===== src/rtl/sha1md_pkg.sv =====
// shared types, constants and helpers for the sha-1 message digest block
`default_nettype none
package sha1md_pkg;

  localparam int BLOCK_WORDS = 16;
  localparam int ROUNDS      = 80;
  localparam int ROUND_W     = 7;
  localparam int POS_W       = 6;
  localparam int LEN_W       = 64;

  // byte position where the length field starts
  localparam logic [POS_W-1:0] LEN_POS  = 6'd56;
  localparam logic [POS_W-1:0] LAST_POS = 6'd63;
  localparam logic [7:0]       PAD_BYTE = 8'h80;

  localparam logic [31:0] H_INIT [5] = '{
    32'h67452301, 32'hEFCDAB89, 32'h98BADCFE, 32'h10325476, 32'hC3D2E1F0
  };

  typedef enum logic [1:0] {
    GRP_CH  = 2'd0,
    GRP_P0  = 2'd1,
    GRP_MAJ = 2'd2,
    GRP_P1  = 2'd3
  } grp_t;

  typedef enum logic [2:0] {
    S_IDLE,
    S_PAD,
    S_FILL,
    S_LEN,
    S_LOAD,
    S_ROUND,
    S_MERGE,
    S_OUT
  } state_t;

  // what follows a compression
  typedef enum logic [1:0] {
    PH_DATA,
    PH_SPILL,
    PH_FINAL
  } phase_t;

  typedef struct packed {
    logic put_data;
    logic put_pad;
    logic fill;
    logic write_len;
    logic load_work;
    logic round;
    logic merge;
    logic load_out;
    grp_t grp;
  } cmd_t;

  typedef struct packed {
    logic [POS_W-1:0] pos;
  } stat_t;

  function automatic logic [31:0] round_k(input grp_t g);
    logic [31:0] k;
    case (g)
      GRP_CH:  k = 32'h5A827999;
      GRP_P0:  k = 32'h6ED9EBA1;
      GRP_MAJ: k = 32'h8F1BBCDC;
      GRP_P1:  k = 32'hCA62C1D6;
      default: k = 32'h5A827999;
    endcase
    return k;
  endfunction

  function automatic logic [31:0] round_f(input grp_t g, input logic [31:0] b,
                                          input logic [31:0] c, input logic [31:0] d);
    logic [31:0] f;
    case (g)
      GRP_CH:  f = (b & c) | (~b & d);
      GRP_MAJ: f = (b & c) | (b & d) | (c & d);
      GRP_P0:  f = b ^ c ^ d;
      GRP_P1:  f = b ^ c ^ d;
      default: f = b ^ c ^ d;
    endcase
    return f;
  endfunction

endpackage
`default_nettype wire


===== src/rtl/sha1_message_digest_top.sv =====
// top level of the streaming sha-1 message digest block
//
//  channel | signals                                  | moves
//  --------+------------------------------------------+-------------------------------
//  in      | in_valid, in_ready, data_byte, has_byte, | one message byte and/or end
//          | last                                     | of message per beat
//  out     | out_valid, out_ready, digest_word0..4    | one 160-bit digest per beat
//
//  a beat without last is taken in idle; every 64th byte adds a compression
//  (work load, the rounds through the single round unit, chain merge)
//  a beat with last adds the pad byte, zero fill at one word a cycle and the
//  length write plus one or two compressions, then the output register load
//  synchronous reset restores the initial chaining values, clears the byte
//  position and length; no clearing pass
//  input is taken while a digest waits at the output; only the hand-off of
//  the next digest waits for out_ready
`default_nettype none
module sha1_message_digest_top (
  input  wire logic        clk,
  input  wire logic        rst,
  // input beats
  input  wire logic        in_valid,
  output logic             in_ready,
  input  wire logic [7:0]  data_byte,
  input  wire logic        has_byte,
  input  wire logic        last,
  // digest beats
  output logic             out_valid,
  input  wire logic        out_ready,
  output logic [31:0]      digest_word0,
  output logic [31:0]      digest_word1,
  output logic [31:0]      digest_word2,
  output logic [31:0]      digest_word3,
  output logic [31:0]      digest_word4
);
  import sha1md_pkg::*;

  // command bundle from the sequencer, status back from the datapath
  cmd_t  cmd;
  stat_t stat;

  // sequencer: packing, pad and length insertion, round count, output slot
  sha1md_ctrl u_ctrl (
    .clk       (clk),
    .rst       (rst),
    .in_valid  (in_valid),
    .in_ready  (in_ready),
    .has_byte  (has_byte),
    .last      (last),
    .out_valid (out_valid),
    .out_ready (out_ready),
    .stat      (stat),
    .cmd       (cmd)
  );

  // datapath: block words as schedule window, one round per cycle,
  // chaining values and the digest output register
  sha1md_dp u_dp (
    .clk          (clk),
    .rst          (rst),
    .cmd          (cmd),
    .data_byte    (data_byte),
    .stat         (stat),
    .digest_word0 (digest_word0),
    .digest_word1 (digest_word1),
    .digest_word2 (digest_word2),
    .digest_word3 (digest_word3),
    .digest_word4 (digest_word4)
  );

endmodule
`default_nettype wire


===== src/rtl/sha1md_ctrl.sv =====
// controller: sequences packing, padding, rounds and digest hand-off
`default_nettype none
module sha1md_ctrl (
  input  wire logic           clk,
  input  wire logic           rst,
  input  wire logic           in_valid,
  output logic                in_ready,
  input  wire logic           has_byte,
  input  wire logic           last,
  output logic                out_valid,
  input  wire logic           out_ready,
  input  wire sha1md_pkg::stat_t stat,
  output sha1md_pkg::cmd_t    cmd
);
  import sha1md_pkg::*;

  state_t               state, state_next;
  phase_t               phase, phase_next;
  logic                 last_q, last_q_next;
  logic [ROUND_W-1:0]   count, count_next;
  logic                 out_valid_next;

  always_ff @(posedge clk) begin
    if (rst) begin
      state     <= S_IDLE;
      phase     <= PH_DATA;
      last_q    <= 1'b0;
      count     <= '0;
      out_valid <= 1'b0;
    end else begin
      state     <= state_next;
      phase     <= phase_next;
      last_q    <= last_q_next;
      count     <= count_next;
      out_valid <= out_valid_next;
    end
  end

  always_comb begin
    state_next  = state;
    phase_next  = phase;
    last_q_next = last_q;
    count_next  = count;
    cmd         = '0;
    in_ready    = 1'b0;

    if (count < ROUND_W'(20))      cmd.grp = GRP_CH;
    else if (count < ROUND_W'(40)) cmd.grp = GRP_P0;
    else if (count < ROUND_W'(60)) cmd.grp = GRP_MAJ;
    else                           cmd.grp = GRP_P1;

    case (state)
      S_IDLE: begin
        in_ready = 1'b1;
        if (in_valid) begin
          cmd.put_data = has_byte;
          last_q_next  = last;
          if (has_byte && stat.pos == LAST_POS) begin
            phase_next = PH_DATA;
            state_next = S_LOAD;
          end else if (last) begin
            state_next = S_PAD;
          end
        end
      end
      S_PAD: begin
        cmd.put_pad = 1'b1;
        if (stat.pos == LAST_POS) begin
          phase_next = PH_SPILL;
          state_next = S_LOAD;
        end else begin
          state_next = S_FILL;
        end
      end
      S_FILL: begin
        if (stat.pos == LEN_POS) begin
          state_next = S_LEN;
        end else begin
          cmd.fill = 1'b1;
          if (stat.pos[POS_W-1:2] == '1) begin
            phase_next = PH_SPILL;
            state_next = S_LOAD;
          end
        end
      end
      S_LEN: begin
        cmd.write_len = 1'b1;
        phase_next    = PH_FINAL;
        state_next    = S_LOAD;
      end
      S_LOAD: begin
        cmd.load_work = 1'b1;
        count_next    = '0;
        state_next    = S_ROUND;
      end
      S_ROUND: begin
        cmd.round  = 1'b1;
        count_next = count + ROUND_W'(1);
        if (count == ROUND_W'(ROUNDS - 1)) begin
          count_next = '0;
          state_next = S_MERGE;
        end
      end
      S_MERGE: begin
        cmd.merge = 1'b1;
        case (phase)
          PH_DATA:  state_next = last_q ? S_PAD : S_IDLE;
          PH_SPILL: state_next = S_FILL;
          PH_FINAL: state_next = S_OUT;
          default:  state_next = S_IDLE;
        endcase
      end
      S_OUT: begin
        if (!out_valid || out_ready) begin
          cmd.load_out = 1'b1;
          state_next   = S_IDLE;
        end
      end
      default: state_next = S_IDLE;
    endcase
  end

  always_comb begin
    out_valid_next = out_valid;
    if (cmd.load_out)     out_valid_next = 1'b1;
    else if (out_ready)   out_valid_next = 1'b0;
  end

  // a fresh digest never overwrites one that is still waiting
  a_no_overwrite: assert property (@(posedge clk) disable iff (rst)
    cmd.load_out |-> (!out_valid || out_ready))
    else $error("digest loaded over a waiting beat");

  a_round_bound: assert property (@(posedge clk) disable iff (rst)
    state == S_ROUND |-> count < ROUND_W'(ROUNDS))
    else $error("round counter out of range");

  a_len_pos: assert property (@(posedge clk) disable iff (rst)
    state == S_LEN |-> stat.pos == LEN_POS)
    else $error("length written at wrong position");

  a_final_out: assert property (@(posedge clk) disable iff (rst)
    (state == S_MERGE && phase == PH_FINAL) |=> state == S_OUT)
    else $error("final compression did not lead to output");

  a_busy_no_accept: assert property (@(posedge clk) disable iff (rst)
    (state == S_ROUND) |-> !in_ready)
    else $error("input taken during compression");

endmodule
`default_nettype wire


===== src/rtl/sha1md_dp.sv =====
// datapath: block packing, message schedule, round registers and chaining values
`default_nettype none
module sha1md_dp (
  input  wire logic            clk,
  input  wire logic            rst,
  input  wire sha1md_pkg::cmd_t cmd,
  input  wire logic [7:0]      data_byte,
  output sha1md_pkg::stat_t    stat,
  output logic [31:0]          digest_word0,
  output logic [31:0]          digest_word1,
  output logic [31:0]          digest_word2,
  output logic [31:0]          digest_word3,
  output logic [31:0]          digest_word4
);
  import sha1md_pkg::*;

  logic [31:0]       blk [BLOCK_WORDS];
  logic [31:0]       chain [5];
  logic [31:0]       wa, wb, wc, wd, we;
  logic [POS_W-1:0]  pos;
  logic [LEN_W-1:0]  len;

  logic [7:0]        put_val;
  logic [3:0]        wi;
  logic [4:0]        sh;
  logic [31:0]       put_word;
  logic [31:0]       sched_new;
  logic [31:0]       t_sum;

  assign stat.pos = pos;
  assign wi       = pos[POS_W-1:2];
  assign sh       = {~pos[1:0], 3'b000};
  assign put_val  = cmd.put_pad ? PAD_BYTE : data_byte;
  assign put_word = (pos[1:0] == 2'b00) ? ({24'd0, put_val} << sh)
                                        : (blk[wi] | ({24'd0, put_val} << sh));

  // w[t+16] from the window w[t..t+15]
  assign sched_new = {blk[0][31:0] ^ blk[2] ^ blk[8] ^ blk[13]} << 1
                   | (blk[0] ^ blk[2] ^ blk[8] ^ blk[13]) >> 31;

  assign t_sum = {wa[26:0], wa[31:27]} + round_f(cmd.grp, wb, wc, wd)
               + we + blk[0] + round_k(cmd.grp);

  // control-side state: position, length, chaining values
  always_ff @(posedge clk) begin
    if (rst) begin
      pos <= '0;
      len <= '0;
      for (int i = 0; i < 5; i++) chain[i] <= H_INIT[i];
    end else if (cmd.load_out) begin
      pos <= '0;
      len <= '0;
      for (int i = 0; i < 5; i++) chain[i] <= H_INIT[i];
    end else begin
      if (cmd.put_data || cmd.put_pad) pos <= pos + POS_W'(1);
      if (cmd.fill) pos <= {wi + 4'd1, 2'b00};
      if (cmd.put_data) len <= len + LEN_W'(8);
      if (cmd.merge) begin
        chain[0] <= chain[0] + wa;
        chain[1] <= chain[1] + wb;
        chain[2] <= chain[2] + wc;
        chain[3] <= chain[3] + wd;
        chain[4] <= chain[4] + we;
      end
    end
  end

  // block words double as the schedule window
  always_ff @(posedge clk) begin
    if (cmd.put_data || cmd.put_pad) begin
      blk[wi] <= put_word;
    end else if (cmd.fill) begin
      if (pos[1:0] == 2'b00) blk[wi] <= '0;
    end else if (cmd.write_len) begin
      blk[14] <= len[63:32];
      blk[15] <= len[31:0];
    end else if (cmd.round) begin
      for (int i = 0; i < BLOCK_WORDS - 1; i++) blk[i] <= blk[i+1];
      blk[BLOCK_WORDS-1] <= sched_new;
    end
  end

  always_ff @(posedge clk) begin
    if (cmd.load_work) begin
      wa <= chain[0];
      wb <= chain[1];
      wc <= chain[2];
      wd <= chain[3];
      we <= chain[4];
    end else if (cmd.round) begin
      wa <= t_sum;
      wb <= wa;
      wc <= {wb[1:0], wb[31:2]};
      wd <= wc;
      we <= wd;
    end
  end

  always_ff @(posedge clk) begin
    if (cmd.load_out) begin
      digest_word0 <= chain[0];
      digest_word1 <= chain[1];
      digest_word2 <= chain[2];
      digest_word3 <= chain[3];
      digest_word4 <= chain[4];
    end
  end

endmodule
`default_nettype wire


===== config.mk =====
export PLATFORM = sky130hd
export DESIGN_NAME = sha1_message_digest_top
export DESIGN_NICKNAME = d
export VERILOG_FILES = /design/src/rtl/sha1md_pkg.sv /design/src/rtl/sha1_message_digest_top.sv /design/src/rtl/sha1md_ctrl.sv /design/src/rtl/sha1md_dp.sv
export SDC_FILE = /design/constraint.sdc
export NUM_CORES = 2
export LEC_CHECK = 0
export BUFFER_PORTS_ARGS = -buffer_cell sky130_fd_sc_hd__buf_2
export CELL_PAD_IN_SITES_DETAIL_PLACEMENT = 0
export CELL_PAD_IN_SITES_GLOBAL_PLACEMENT = 1
export CORE_UTILIZATION = 40
export DETAILED_ROUTE_END_ITERATION = 8
export PLACE_DENSITY_LB_ADDON = 0.25
export SYNTH_ARGS = -nofsm -noshare
export SYNTH_HDL_FRONTEND = slang
export SYNTH_SLANG_ARGS = --single-unit

===== constraint.sdc =====
create_clock -name clk -period 32.4 [get_ports clk]
set_input_delay 6.48 -clock clk [delete_from_list [all_inputs] [get_ports clk]]
set_output_delay 6.48 -clock clk [all_outputs]
set_load 0.01 [all_outputs]

=== After elaboration in Yosys (flattened, before gate mapping) ===
Memory sizes are Yosys's and may differ from the RTL's. A register that Yosys moved wholly into a read port is not among the register bits.
Cells that the tools add are included.

* Divide/modulo/power cells: 0
* Mux-type cells: 94
* Bitwise logic cells: 29
* $lt $le $gt $ge: 3
* Equal/unequal tests: 25
* $mul: 0
* Shifts and indexed selects: 1
* Add/subtract/negate cells: 13
* Reduce and logical (&&, ||, !) cells: 20

{| class="wikitable"
|+ Operator list
! operator !! count
|-
| 32-bit two-way mux || 25
|-
| 32-bit adder || 9
|-
| 32-bit bitwise XOR || 5
|-
| 32-bit AND || 4
|-
| 32-bit bitwise OR || 4
|-
| 32-bit case mux with 4 select lines || 1
|-
| 32-bit case mux with 3 select lines || 1
|-
| 64-bit by 4-bit adder with 64-bit output, second input constant || 1
|-
| 1-bit two-way mux || 41
|-
| 32-bit inverter || 1
|-
| 32-bit by 1-bit bitwise OR with 32-bit output || 1
|-
| 32-bit OR reduction || 1
|-
| 8-bit by 5-bit left shift with 32-bit output || 1
|-
| 3-bit two-way mux || 8
|-
| 3-bit case mux with 8 select lines || 1
|-
| 7-bit by 6-bit less-than comparator with 1-bit output, second input constant || 2
|-
| 2-bit two-way mux || 7
|-
| 7-bit case mux with 2 select lines || 1
|-
| 1-bit bitwise OR || 13
|-
| 3-bit equality test, second input constant || 4
|-
| 6-bit equality test, second input constant || 2
|-
| 4-bit two-way mux || 3
|-
| 6-bit two-way mux || 2
|-
| 2-bit by 1-bit != test with 1-bit output, second input constant || 5
|-
| other kinds (30) || 42
|}

* Bits in read-only memories: 0
* Memories: 2
* Input port bits: 14
* Bits in registers: 404
* Output and inout port bits: 162
* Bits in writable memories: 672
* Bits in latches: 0

{| class="wikitable"
|+ Memory list
! name !! words !! width !! rd ports !! clocked after Yosys merged registers in !! wr ports !! RTL line !! RTL
|-
| u_dp.blk || 16 || 32 || 17 || 1 || 16 || sha1md_dp.sv:17 || <nowiki>logic [31:0] blk [BLOCK_WORDS];</nowiki>
|-
| u_dp.chain || 5 || 32 || 5 || 0 || 5 || sha1md_dp.sv:18 || <nowiki>logic [31:0] chain [5];</nowiki>
|}

=== Longest topological paths before layout ===
* Depth after elaboration: 13
* Gate-level depth with buffers: 29
* Mapped depth without buffers: 26

=== Cells and area by module ===
From an unflattened synthesis, not the netlist that was laid out.

* Cells, all modules: 4827
* Area, all modules: 59862.4 µm²

{| class="wikitable"
|+ By module, submodules not included
! module !! area an instance (µm²) !! instances !! cells each
|-
| sha1md_dp || 58830.2 || 1 || 4694
|-
| sha1md_ctrl || 1032.2 || 1 || 133
|}

=== Worst setup path before layout ===
OpenSTA, ideal clock, no wires.

* Path kind: input port to flip-flop
* Start: in out_ready
* End: mem u_dp.chain[0][0], enable pin
* Required time: 31687 ps
* Library setup time: 713 ps
* Data arrival time: 18760 ps
* Setup slack: 12927 ps
* Cell stages on the path: 6
* Path buffers: 2
* Cell sequence: nand2b_1 > nor2b_1 > or2_2 > clkbuf_1 > clkbuf_1 > o21bai_1

{| class="wikitable"
|+ RTL lines
! what !! RTL line !! RTL
|-
| start: declaration || sha1_message_digest_top.sv:29 || <nowiki>input wire logic out_ready,</nowiki>
|-
| end: declaration || sha1md_dp.sv:18 ||
|}

=== Worst setup path after layout ===
* Start: reg u_ctrl.state[2]
* End: out in_ready

* Word-level cells in the longest chain between the ends: 2

{| class="wikitable"
|+ RTL lines
! what !! RTL line !! RTL
|-
| start: declaration || sha1md_ctrl.sv:17 || <nowiki>state_t state, state_next;</nowiki>
|-
| start signal: assignment || sha1md_ctrl.sv:31 || <nowiki>state <= state_next;</nowiki>
|-
| 3-bit logical NOT || sha1md_ctrl.sv:52 || <nowiki>case (state)</nowiki>
|-
| 1-bit two-way mux || sha1md_ctrl.sv:52 ||
|-
| end: declaration || sha1_message_digest_top.sv:23 || <nowiki>output logic in_ready,</nowiki>
|}

No other way between the ends.

==> impl_metrics.yaml <==
outcome:
  outcome: "completed"
clock_tree:
  cts_resized: 0
  cts_buffers: 130
  cts_tree: "built"
  ctsHoldBuffers: 0
  postCtsSetupBuffers: 0
  cts-root-buf: "clkbuf_16"
  h-tree-depth: 4
  cts_sinks: 1077
  worstSkewPairLatency_ns: 0.76
  cts_buffer_depth: 3
  clk_pin_slew_worst_paths_ns: 0.06
power:
  ir_drop_mv: 0.0847
  total_power_mw: 7.01
  power.density_nw_per_um2: 105
  p_leak_nw: 24.0
yosys:
  synth_edf_count: 992
  synth_area_leaders: "edfxtp_1, mux4_2, o21a_1"
  syn_area_um2: 59700
  synth_cell_types: 78
  synth.top_cell.area_share: 0.499
  ys_async_sr_fraction: 0
  yosysWarnings: 0
  synth_cells: 4991
  ys_seq_area_frac: 0.528
  synth_flop_cell: "edfxtp_1"
  synth_area_leader_cell: "edfxtp_1"
  synth-seq-cells: 1077
  syn_nets: 5366
  avgSynthCellArea_um2: 12.0
floorplanning:
  die_y_um: 388
  io_pins: 176
  rows: 141
  core_region_area_um2: 148000
  initial_core_util: 0.404
  fp.dieW_um: 388
  fp.dieArea_um2: 151000
final_layout:
  fillers: 13755
  fin_nets: 5476
  seq_area_um2: 31500
  multi_input_area_um2: 26500
  area_growth_syn_to_layout_pct: 12.1
  diodes: 0
  drive_gt1_frac: 0.121
setup_path:
  worst_ep_arrival_time_ns: 2.10
  worst_ep_required_time_ns: 25.92
  critical_path_class: "reg2out"
  worstSetupEndpointType: "output port"
  start_kind: "register"
  rrSetupSlack_ns: 24.09
  cp_max_fo: 17
timing:
  hold-worst-slack_ns: 0.472
  tns_ns: 0
  worstMarginPinSlew_ns: 1.34
  fin_worst_skew_ns: 0.0184
  finalHoldViolations: 0
  fin_ws_ns: 23.82
  finalSetupViolCount: 0
  maxClockFrequency_ghz: 0.116
  slew_viol_final: 0
  finalCriticalPeriod_ns: 8.58
  fin_crit_sh: 0.265
  grt_setup_unrepaired: "false"
  relSlewSlack: 0.107
detailed_routing:
  via_per_inst: 5.55
  vias: 39601
  postRouteAntennaNets: 0
  first_pass_iters: 6
  drt_wl_total_um: 164000
  drt_iter0_drc: 3323
  wl_per_cell_um: 23.0
  drc: 0
global_routing:
  grt_pass1_vias: 39097
  grt_pass1_wl_um: 249000
  grt_max_degree: 169
  grt_util_all_layers: 0.218
  grt.overflow.total: 0
  antenna_found_initial: 2
placed_design:
  dp_hpwl_um: 116000
  place_ws_ns: 23.10
  port_buffers: 175
  gp_congestion: 0.873
worst_hold_path:
  hold_class: "reg2reg"
job:
  drv_cap: 0
## cell type report
type / instances / area share
inverters: 255 / 0.0144
well taps: 1930 / 0.0361
clock inverters: 74 / 0.0124
repair buffers: 224 / 0.0193
clock buffers: 165 / 0.0512
multi-input cells: 3413 / 0.396
flip-flops and latches: 1077 / 0.471
## power by group
part	total [mW]	switching (mW)	internal [mW]
sequential	2.14	0.209	1.93
combinational	3.41	1.95	1.46
clock	1.46	0.614	0.848
## metrics by stage
stage               cells  instance area (µm²)  utilization
global placement     6899                62600        0.424
global route         7138                66900        0.452
floorplan            4991                59700            -
finish               7138                66900        0.452
detailed placement   6899                62600        0.424
CTS                  7138                66900        0.452
## Yosys cell counts (122+ instances only)
cell        n
o21ai_0   224
xnor2_1   193
o21a_1    473
nor2_1    314
nand2_1   602
fa_1      125
inv_1     255
a21oi_1   271
edfxtp_1  992
ha_1      236
clkbuf_1  172
mux4_2    160
xor2_1    122
## worst paths after layout
path / to / cells past startpoint / start
worst max register to register: u_dp.wa[29] / 29 / u_ctrl.count[5]
worst min-delay path: u_ctrl.last_q / 2 / u_ctrl.last_q
worst min register to register: u_ctrl.last_q / 2 / u_ctrl.last_q
worst max-delay path: in_ready / 3 / u_ctrl.state[2]
## sequential cells by signal (all words and copies together), names as in the netlist, named ones only
| signal | count |
|---|---|
| u_dp.blk | 512 |
| u_dp.chain | 160 |
| u_dp.len | 61 |
| u_dp.digest_word0 | 32 |
| u_dp.digest_word1 | 32 |
| u_dp.digest_word2 | 32 |
| u_dp.digest_word3 | 32 |
| u_dp.digest_word4 | 32 |
| u_dp.wa | 32 |
| u_dp.wb | 32 |
| u_dp.wc | 32 |
| u_dp.wd | 32 |
| u_dp.we | 32 |
| u_ctrl.count | 7 |
| u_dp.stat | 6 |
| u_ctrl.state | 3 |
| u_ctrl.phase | 2 |
| u_ctrl.last_q | 1 |
| u_ctrl.out_valid | 1 |
## metal layers
metal,vias to the layer above,part of all wire,GRT usage
met5,-,0,0
met4,0,0.032,0.0740
met3,217,0.050,0.0282
met2,1031,0.46,0.340
met1,19832,0.46,0.312
li1,18521,-,-
## placed cells by master (no fill, tap or decap), types with 11 or more instances in the layout
| cell | n |
|---|---|
| a21o_1 | 91 |
| and4_1 | 11 |
| a211oi_1 | 41 |
| a221o_1 | 19 |
| o21ai_0 | 209 |
| clkbuf_16 | 132 |
| and2_1 | 22 |
| or3_1 | 23 |
| inv_1 | 254 |
| nor3_1 | 28 |
| clkinv_2 | 19 |
| and3_1 | 20 |
| edfxtp_1 | 992 |
| xor2_1 | 122 |
| nand2_1 | 600 |
| fa_1 | 125 |
| o31ai_1 | 21 |
| nand3_1 | 59 |
| a221oi_1 | 25 |
| nand2b_1 | 74 |
| dfxtp_1 | 81 |
| o21ai_4 | 15 |
| nor2_1 | 313 |
| mux2i_1 | 30 |
| bufinv_16 | 11 |
| ha_1 | 234 |
| o211ai_1 | 11 |
| nand4_1 | 18 |
| clkbuf_1 | 33 |
| o21a_1 | 473 |
| clkinv_1 | 19 |
| nor2b_1 | 48 |
| xnor2_1 | 193 |
| mux4_2 | 160 |
| buf_2 | 175 |
| o21bai_1 | 14 |
| buf_4 | 45 |
| a21oi_1 | 271 |
| a31oi_1 | 31 |
## kinds of logic after synthesis
| group | synth area share |
|---|---|
| xor+xnor | 0.0462 |
| mux | 0.0654 |
| simple gates | 0.0931 |
| fa+ha+maj | 0.0916 |
| buf+inv | 0.0327 |
| compound gates | 0.143 |
| flops | 0.528 |
## worst max-delay path: stages (launching register included)
cell,delay [ns]
dfxtp_1,0.51
or3_4,0.56
inv_1,0.14
buf_2,0.14
No activity file was read; power rests on OpenSTA's default activity.
